### src/rtl/dbpe_top_note.sv
`default_nettype none
// Power table of (1 - t): written once per tick, read per term.
module dbpe_pow #(
    parameter int DEPTH = 16,
    parameter int IDX_W = 4
) (
    input  wire logic                clk,
    input  wire logic                we,
    input  wire logic [IDX_W-1:0]    waddr,
    input  wire logic signed [31:0]  wdata,
    input  wire logic [IDX_W-1:0]    raddr,
    output logic signed [31:0]       rdata
);
    logic signed [31:0] mem [DEPTH];
    logic signed [31:0] rdata_reg;

    always_ff @(posedge clk)
    begin
        if (we)
            mem[waddr] <= wdata;
        rdata_reg <= mem[raddr];
    end

    assign rdata = rdata_reg;
endmodule
`default_nettype wire

### config.mk
export PLATFORM = sky130hd
export DESIGN_NAME = dbpe_pow
export DESIGN_NICKNAME = d
export VERILOG_FILES = /design/src/rtl/dbpe_top_note.sv
export SDC_FILE = /design/constraint.sdc
export NUM_CORES = 1
export LEC_CHECK = 0
export ABC_AREA = 1
export CAP_MARGIN = 10
export CORE_MARGIN = 2
export CORE_UTILIZATION = 35
export CTS_BUF_LIST = sky130_fd_sc_hd__clkbuf_8
export CTS_CLUSTER_SIZE = 8
export DETAILED_ROUTE_END_ITERATION = 7
export DONT_BUFFER_PORTS = 1
export PLACE_DENSITY_LB_ADDON = 0.3
export SYNTH_ARGS = -nofsm -noshare
export SYNTH_HDL_FRONTEND = slang
export SYNTH_SLANG_ARGS = --single-unit
### constraint.sdc
create_clock -name clk -period 4.3 [get_ports clk]
set_input_delay 0.86 -clock clk [delete_from_list [all_inputs] [get_ports clk]]
set_output_delay 0.86 -clock clk [all_outputs]
set_load 0.02 [all_outputs]
[Yosys cells after proc, flatten, opt, wreduce, memory -nomap -nowiden]
Memory sizes are Yosys's and may differ from the RTL's. A register that Yosys moved wholly into a read port is not among the register bits.
Cells that the tools add are included.
Word-level totals
  bits in registers: 0
  bits in writable memories: 512
  input port bits: 42
  word-level logic and storage cells: 3
  memories kept: 1
Cells by class
  multiplexer cells: 2
Memories
  mem: words 16, width 32, rd ports 1, clocked after memory_dff 1, write ports 1, RTL line 14  | logic signed [31:0] mem [DEPTH];
Operators by type and width (count)
  1-bit two-way mux: 2

[Logic depth before layout (Yosys ltp)]
  depth after elaboration: 2
  depth in mapped cells: 10

[Worst setup path before layout]
OpenSTA, ideal clock, no wires.
  kind: input -> register
  start: input port waddr[2]
  end: memory mem[10][0] (enable)
  arrival time: 2.432 ns
  data required time: 3.879 ns
  path slack: 1.447 ns
  stages on the path: 2
  path buffers: 0
  cell sequence: nand3b_1 -> nor2_1
RTL lines
  from (decl): RTL line 9  | input wire logic [IDX_W-1:0] waddr,
  to (decl): RTL line 14
Straight into the memory's write port.

[Worst setup path after layout]
  start: input port waddr[2]
  end: memory mem[8][26] (enable)
Straight into the memory's write port.

==> reports/results.ini <==
[yosys]
synthCells=2120
avgSynthCellArea_um2=10.7
ys_ff_latch=544
synth_nets=2162
yosys_warnings=0
synth_area_mm2=0.0227
synth_cell_type_count=15
ys_seq_area_share_pct=70.5

[floorplan]
die_y_um=259
num_rows=93
start_util_pct=35.3
die_area_mm2=0.0670
core_area_mm2=0.0643
io_pins=74
die_w_um=259

[power]
p_leak_nw=10.6
max-vdd-ir-drop_v=0.000173
power_mw=10.6
powerDensity_mw_per_mm2=422

[run]
drv_cap=0

[timing]
finalCritPeriodShare_pct=47.8
max_slew.worst_pin.slew_ps=1240
min_period_ps=2060
setup_ws_ps=2240
fmax_mhz=486
slew_headroom_pct=17.2
tns_ps=0
slew_violations=0
rsz0062_at_grt=no
fin_skew_ps=29.7
setup_viol=0
hold_viol_final=0

[layout]
drive_above_1_share_pct=7.03
areaGrowthSynthToFinish_pct=10.7
stdcell_count=3060
layout_commonest_cell=nand2_1
nNetsFinal=2176
final_cell_area_mm2=0.0252
num_antenna_cells=0
largest_reg_flops=512
final_cell_mix=nand2_1 (677), edfxtp_1 (512), inv_1 (426), nand3_1 (385), clkbuf_8 (100)

[global_route]
grt_pass1_vias=14000
grt_start_max_net_pins=258
grt_use_total_pct=16.2
grt-ovfl-total=0
grt_pass1_wl_mm=82.3
antenna_found_initial=1

[placed_design]
pre_cts_slack_ps=1500
portBuffers=0
hpwl_mm=28.0
placed_area_mm2=0.0235
gp_congestion=0.771
dp.cells=2893

[clocking]
cts_root_buf=clkbuf_8
holdBufCountCts=0
h-tree-depth=3
cts_resized=0
cts_tree=built
worstSkewPairLatency_ps=670
post_cts_buffers=0
clockBufferDepth=3
cts.sinks=544
numCtsBuffers=92
path_clk_slew_ps=60

[critical_path]
worstPathMaxFanout=32
crit_required_ps=4560
cp-end-kind=flop
cp.arrival_ps=2310
critPathCapture=mem[8][26]
critPathTopFamily=simple AND/OR/NAND/NOR gates
cp-start-kind=input port
critPathKind=in2reg
crit_cells=2
crit_path_cell_trace=nand3b_1, nor2_4
crit_path_top_delay_cell=nor2_4
slowest_delay_ps=1050
timing.critical_path.buf_inv=0
crit_path_start=waddr[2]
r2r-end=rdata[10]
rrSetupSlack_ps=3180
worstReg2RegStart=mem[0][10]
r2r_cells=6

[drt]
routedWlPerCell_um=17.7
viasPerCell=4.65
ant_nets=0
drcViolationCount=0
wirelength_mm=54.1
dr.first_iter.drc_count=1243
num_vias=14200
firstDrtPassIters=7

[worst_hold_path]
hold_start=wdata[16]
whs_path_depth=0
hold_path_class=in2reg

[outcome]
status=complete, no violations

==> through the flow <==
| stage | utilization [%] | hold slack, ps |
|---|---|---|
| 2_1_floorplan | - | 607 |
| 3_3_place_gp | 36.4 | 636 |
| 3_5_place_dp | 36.4 | 638 |
| 4_1_cts | 39.0 | 199 |
| 5_1_grt | 39.1 | 234 |
| 6_report | 39.1 | 278 |
==> final cells by class <==
type                       count  area (µm²)
multi-input combinational   1081        4670
inverter                     390        1470
sequential                   544       16000
clock inverter                65         272
timing repair buffer          25         285
fill                        6123       39200
clock buffer                 100        1380
tap                          855        1070
==> synthesized netlist by cell type, drive strengths merged <==
| cell | instances | area share [%] |
|---|---|---|
| nand2 | 677 | 11 |
| nand3 | 385 | 8.5 |
| dfxtp | 32 | 2.8 |
| clkbuf | 14 | 0.23 |
| nor2 | 17 | 0.28 |
| inv | 390 | 6.5 |
| buf | 91 | 2.9 |
| nand3b | 2 | 0.066 |
| edfxtp | 512 | 68 |
==> cell families (layout without fill, tap and decap cells) <==
logic type	after synthesis	in the layout	share of synthesized area, %
buffers and inverters	495	580	9.54
AND/OR/NAND/NOR	1081	1081	20.0
flip-flops	544	544	70.5
==> layer usage <==
metal	GRT usage, %	part of all wire (%)	wire (µm)	up-vias
met5	0	0	0	-
met4	5.56	1.8	998	0
met3	3.67	6.8	3690	70
met2	25.7	47	25200	398
met1	21.8	45	24200	6869
li1	-	-	-	6882
==> worst min-delay path by stage <==
stage / end / slack [ps]
6_report: mem[13][16] / 280
4_1_cts: mem[13][17] / 200
2_1_floorplan: rdata[0] / 610
5_1_grt: mem[13][28] / 230
3_3_place_gp: rdata[26] / 640
3_5_place_dp: rdata[26] / 640
==> report_power, final <==
part	internal (mW)	switching [mW]	leakage [nW]	total, mW
combinational	0.145	0.303	4.72	0.448
sequential	5.93	0.0823	4.90	6.02
clock	2.13	2.03	0.985	4.16
total	8.21	2.42	10.6	10.6
No activity file was read; power rests on OpenSTA's default activity.
