File: config.mk
export PLATFORM = sky130hd
export DESIGN_NAME = dbpe_mul
export DESIGN_NICKNAME = d
export VERILOG_FILES = /design/src/rtl/dbpe_mul.sv
export SDC_FILE = /design/constraint.sdc
export NUM_CORES = 1
export LEC_CHECK = 0
export BUFFER_PORTS_ARGS = -buffer_cell sky130_fd_sc_hd__buf_2
export CAP_MARGIN = 30
export CORE_ASPECT_RATIO = 0.75
export CORE_UTILIZATION = 58
export DETAILED_ROUTE_END_ITERATION = 8
export PLACE_DENSITY_LB_ADDON = 0.05
export SETUP_SLACK_MARGIN = 0.3
export SLEW_MARGIN = 20
export SYNTH_ARGS = -nofsm -noshare
export SYNTH_HDL_FRONTEND = slang
export SYNTH_SLANG_ARGS = --single-unit
File: constraint.sdc
create_clock -name clk -period 16.7 [get_ports clk]
set_input_delay 1.67 -clock clk [delete_from_list [all_inputs] [get_ports clk]]
set_output_delay 1.67 -clock clk [all_outputs]
set_load 0.005 [all_outputs]
File: src/rtl/dbpe_mul.sv
`default_nettype none
// Signed 32x32 multiply, one multiplier bit per cycle on magnitudes.
module dbpe_mul (
    input  wire logic               clk,
    input  wire logic               rst_n,
    input  wire logic               start,
    input  wire logic signed [31:0] a,
    input  wire logic signed [31:0] b,
    output logic                    done,
    output logic signed [63:0]      product
);
    logic        busy_reg;
    logic [5:0]  cnt_reg;
    logic        done_reg;
    logic        neg_reg;
    logic [31:0] ma_reg;
    logic [63:0] prod_reg;
    logic signed [63:0] product_reg;
    logic [32:0] sum;
    logic [31:0] mag_a;
    logic [31:0] mag_b;

    assign mag_a = a[31] ? 32'(-a) : a;
    assign mag_b = b[31] ? 32'(-b) : b;
    assign sum = {1'b0, prod_reg[63:32]} + (prod_reg[0] ? {1'b0, ma_reg} : 33'd0);

    always_ff @(posedge clk or negedge rst_n)
    begin
        if (!rst_n)
        begin
            busy_reg <= 1'b0;
            cnt_reg  <= '0;
            done_reg <= 1'b0;
        end
        else
        begin
            done_reg <= 1'b0;
            if (start)
            begin
                busy_reg <= 1'b1;
                cnt_reg  <= 6'd32;
            end
            else if (busy_reg)
            begin
                if (cnt_reg != 6'd0)
                    cnt_reg <= cnt_reg - 6'd1;
                else
                begin
                    busy_reg <= 1'b0;
                    done_reg <= 1'b1;
                end
            end
        end
    end

    always_ff @(posedge clk)
    begin
        if (start)
        begin
            ma_reg   <= mag_a;
            neg_reg  <= a[31] ^ b[31];
            prod_reg <= {32'd0, mag_b};
        end
        else if (busy_reg)
        begin
            if (cnt_reg != 6'd0)
                prod_reg <= {sum, prod_reg[31:1]};
            else
                product_reg <= neg_reg ? -$signed(prod_reg) : $signed(prod_reg);
        end
    end

    assign done    = done_reg;
    assign product = product_reg;
endmodule
`default_nettype wire

Yosys cells after proc, flatten, opt, wreduce, memory -nomap -nowiden
Cells that the tools add are included.

Add/subtract/negate cells: 5. Multiplexer cells: 16. Bitwise operators: 3. Reductions and logical operators: 6.

Operators with widths (count): 2-to-1 mux 32 bit (5); 2-to-1 mux 64 bit (1); negation 32 bit (2); negation 64 bit (1); adder 32 x 32 -> 33 bit (1); 2-to-1 mux 31 bit (1); 2-to-1 mux 6 bit (3); 2-to-1 mux 1 bit (6); nonzero test 6 bit (1); subtractor 6 x 1 -> 6 bit (second input constant) (1); AND reduction 2 bit (2); nonzero test 2 bit (2); AND reduction 3 bit (1); inverter 1 bit (2); bitwise XOR 1 bit (1).

Register bits after elaboration: 169. Bits of input ports: 67. Logic and storage cells: 39.

Longest topological paths before layout
Depth in word-level cells: 5. Depth in mapped cells: 12. Gate-level depth less buffers: 11.

Worst setup path after synthesis
OpenSTA, ideal clock, no wires.

Path kind: input-to-reg. From: in start. To: reg product_reg[0] (netlist: product[0]) (enable). Library setup time: 0.578 ns. Arrival time: 6.733 ns. Required time: 16.122 ns. Slack: 9.388 ns. Cell stages on the path: 3. Cell sequence: clkbuf_1 clkbuf_1 nor3b_1.

Word-level cells in the longest chain between the ends: 2.

RTL lines: start, declared (RTL line 6) `input wire logic start,`; inverter 1 bit (no source line); AND reduction 3 bit (no source line); end signal, assigned (RTL line 69) `product_reg <= neg_reg ? -$signed(prod_reg) : $signed(prod_reg);`; end, declared (RTL line 18) `logic signed [63:0] product_reg;`.

No other way between the ends. A chain may end at the register's enable or synchronous reset.

Worst setup path in the final report
From: reg prod_reg[0]. To: reg prod_reg[62].

Word-level cells in the longest chain between the ends: 2.

RTL lines: start, declared (RTL line 17) `logic [63:0] prod_reg;`; start signal, assigned (RTL line 62) `prod_reg <= {32'd0, mag_b};`; start signal, assigned (RTL line 67) `prod_reg <= {sum, prod_reg[31:1]};`; 2-to-1 mux 32 bit (RTL line 25) `assign sum = {1'b0, prod_reg[63:32]} + (prod_reg[0] ? {1'b0, ma_reg} : 33'd0);`; adder 32 x 32 -> 33 bit (RTL line 25).

No other way between the ends.

==> summary.txt <==
CP max FO: 35
Core box area: 16900 µm²
Final ANT Viol Nets: 0
First-pass GRT wire length: 37700 µm
Total die area: 18000 µm²
Worst Reg-to-Reg Cells: 11
Crit path arrival time: 4.34 ns
Cell with the most instances after synthesis: edfxtp_1
IO buf count: 131
Area share of fa/ha/maj cells after synthesis: 4.78%
Worst R2R Setup Slack: 12.69 ns
Yosys warning count: 0
Max-Slew Margin vs Limit: 28.5%
Crit path cell chain: buf_4 -> and2_1 -> ha_1 -> a21o_1 -> a31oi_1 -> nand2_1 -> a311o_1 -> a311oi_1 -> o32ai_1 -> or3_1 -> a32o_1
P_leak: 4.39 nW
Dpl hpwl: 16500 µm
FFs w/ async S/R, synth: 4.73%
Fin util: 68.3%
Final layout net count: 1203
Post-synth net total: 1087
Reg2reg start: prod_reg[0]
Post-synth EDFFs: 129
RSZ-0062 raised after global routing: false
1st-pass router iterations: 5
Clk Tree Root Cell: clkbuf_16
Initial antenna violation count: 0
Max Cap Violations: 0
Synth cell types: 64
Post-cts repair resize count: 0
Worst Hold Depth: 0
Final setup viols: 0
GRT Overall Usage: 27.2%
CTS tree: built
CP peak stage delay: 0.92 ns
DRC: 0
Crit start category: register
Critical path capture point type: register
Gr ovfl total: 0
Max VDD drop: 0.000105 V
Mux cell area share after synthesis: 0.656%
Area leader, netlist: edfxtp_1
Die Span Y: 116 µm
Starting Density: 59.7%
DP Area: 10900 µm²
Row cnt: 41
Hold buffer count at cts: 0
Clock skew: 0.00740 ns
Share of layout cells above drive strength 1: 18.2%
Reg-to-reg endpoint: prod_reg[62]
Hold Path Class: register to register
Endpoints failing hold: 0
Dpl ws: 12.24 ns
Sequential-to-total area share from yosys stat: 46.6%
Outcome: finished clean
Crit-path slowest cell: a311oi_1
Commonest cells post-synth: edfxtp_1 (129), xnor2_1 (113), nand2_1 (90)
Worst-case clock buffer depth: 2
WP data required: 17.03 ns
Post-synthesis xor/xnor area fraction: 13.2%
Vias per cell: 6.02
Synth Flop Type: edfxtp_1
Period utilisation layout: 24.0%
WS Path Type: register to register
Via count: 7985
DR WL/cell: 17.6 µm
Final worst path period need: 4.01 ns
Largest net degree at the start of global routing: 76
Post-route setup slack: 12.69 ns
Power Dens Cells: 140 nW/µm²
Cell Area, Synth: 10100 µm²
Ranking of synthesized cells by area: edfxtp_1 (38%), xnor2_1 (9.8%), dfxtp_1 (6.3%)
Overall power: 0.00162 W
Post-CTS Setup Bufs: 0
Ant. Diodes: 0
Mapped Cells: 982
Hold EP: product[0]
Maximum clock frequency: 249 MHz
Avg Inst Size Synth: 10.3 µm²
Least-Margin Pin Slew: 1.07 ns
Clk sinks: 169
Post-synthesis simple-gate area fraction: 15.8%
H-tree depth: 4
Synthesized flop and latch total: 169
Die Width: 154 µm
Clock Latency Late Sink: 0.44 ns
Final wirelength: 23300 µm
Number of buffers created by CTS: 17
Clock transition at the registers of the reported paths: 0.07 ns
Total Neg Setup Slack: 0 ns
Post-route design area: 11600 µm²
Slew Viols, Final: 0
Largest family of logic cells by synthesized area: compound AO/OA/AOI/OAI gates
Hold_sp: prod_reg[0]
Number of global-route vias before repair: 7283
Post-synth top area share: 38.3%
GPL Wtd Cong: 0.901
Io pins: 132
Area Overhead vs Synth: 14.3%
1st-iter DRT viols: 560
Synth Area in Compound Gates: 16.6%
## where the power goes
group	switching, W	internal (W)
Sequential	0.0000988	0.000565
Combinational	0.000314	0.000235
Clock	0.000181	0.000227
Total	0.000594	0.00103
## cell usage in the layout, fill, tap and decap left out, drive strengths merged, types with 25 or more instances in the layout
master / count
buf: 141
edfxtp: 129
xnor2: 113
nand2: 90
a21oi: 75
o21ai: 61
nor2: 51
xor2: 39
ha: 37
and2: 36
o31ai: 36
dfxtp: 32
inv: 32
or3: 25
## cells by family (layout without fill, tap and decap cells)
group           count (synthesis)  count (layout)
simple gates                  300             300
compound gates                252             252
fa+ha+maj                      38              38
xor+xnor                      152             152
flops                         169             169
mux                             6               6
buf+inv                        65             194
## through the flow
step	hold slack (ns)	cells
4_1_cts	0.454	1325
2_1_floorplan	0.468	982
6_report	0.458	1326
3_5_place_dp	0.438	1293
3_3_place_gp	0.432	1293
5_1_grt	0.468	1326
## worst max path at each step
stage,startpoint,end
floorplan,start,product[0]
global placement,a[9],ma_reg[27]
detailed placement,a[9],ma_reg[26]
CTS,a[9],ma_reg[26]
global route,prod_reg[0],prod_reg[62]
finish,prod_reg[0],prod_reg[62]
## per-layer routing
metal	GRT usage, %	share of wire [%]	wire length (µm)
met1	40.2	48	11200
met2	41.1	43	10100
met3	5.49	7.2	1680
met4	6.93	1.2	278
met5	0	0	0
## cell type report
type	instances	area, µm²
clock buffer	17	425
tap	215	269
multi-input combinational	748	5150
clock inverter	15	176
inverter	21	78.8
timing repair buffer	141	741
sequential	169	4710
fill	1319	5370
## critical path: cells and delay by family (launching register included)
kind                     cells  cell delay [ns]
AO/OA/AOI/OAI                6             2.22
AND/OR/NAND/NOR              3             0.68
flip-flops                   1             0.38
adder cells (fa/ha/maj)      1             0.35
buffers and inverters        1             0.24
Note: power is estimated with default switching activity, not from simulation.
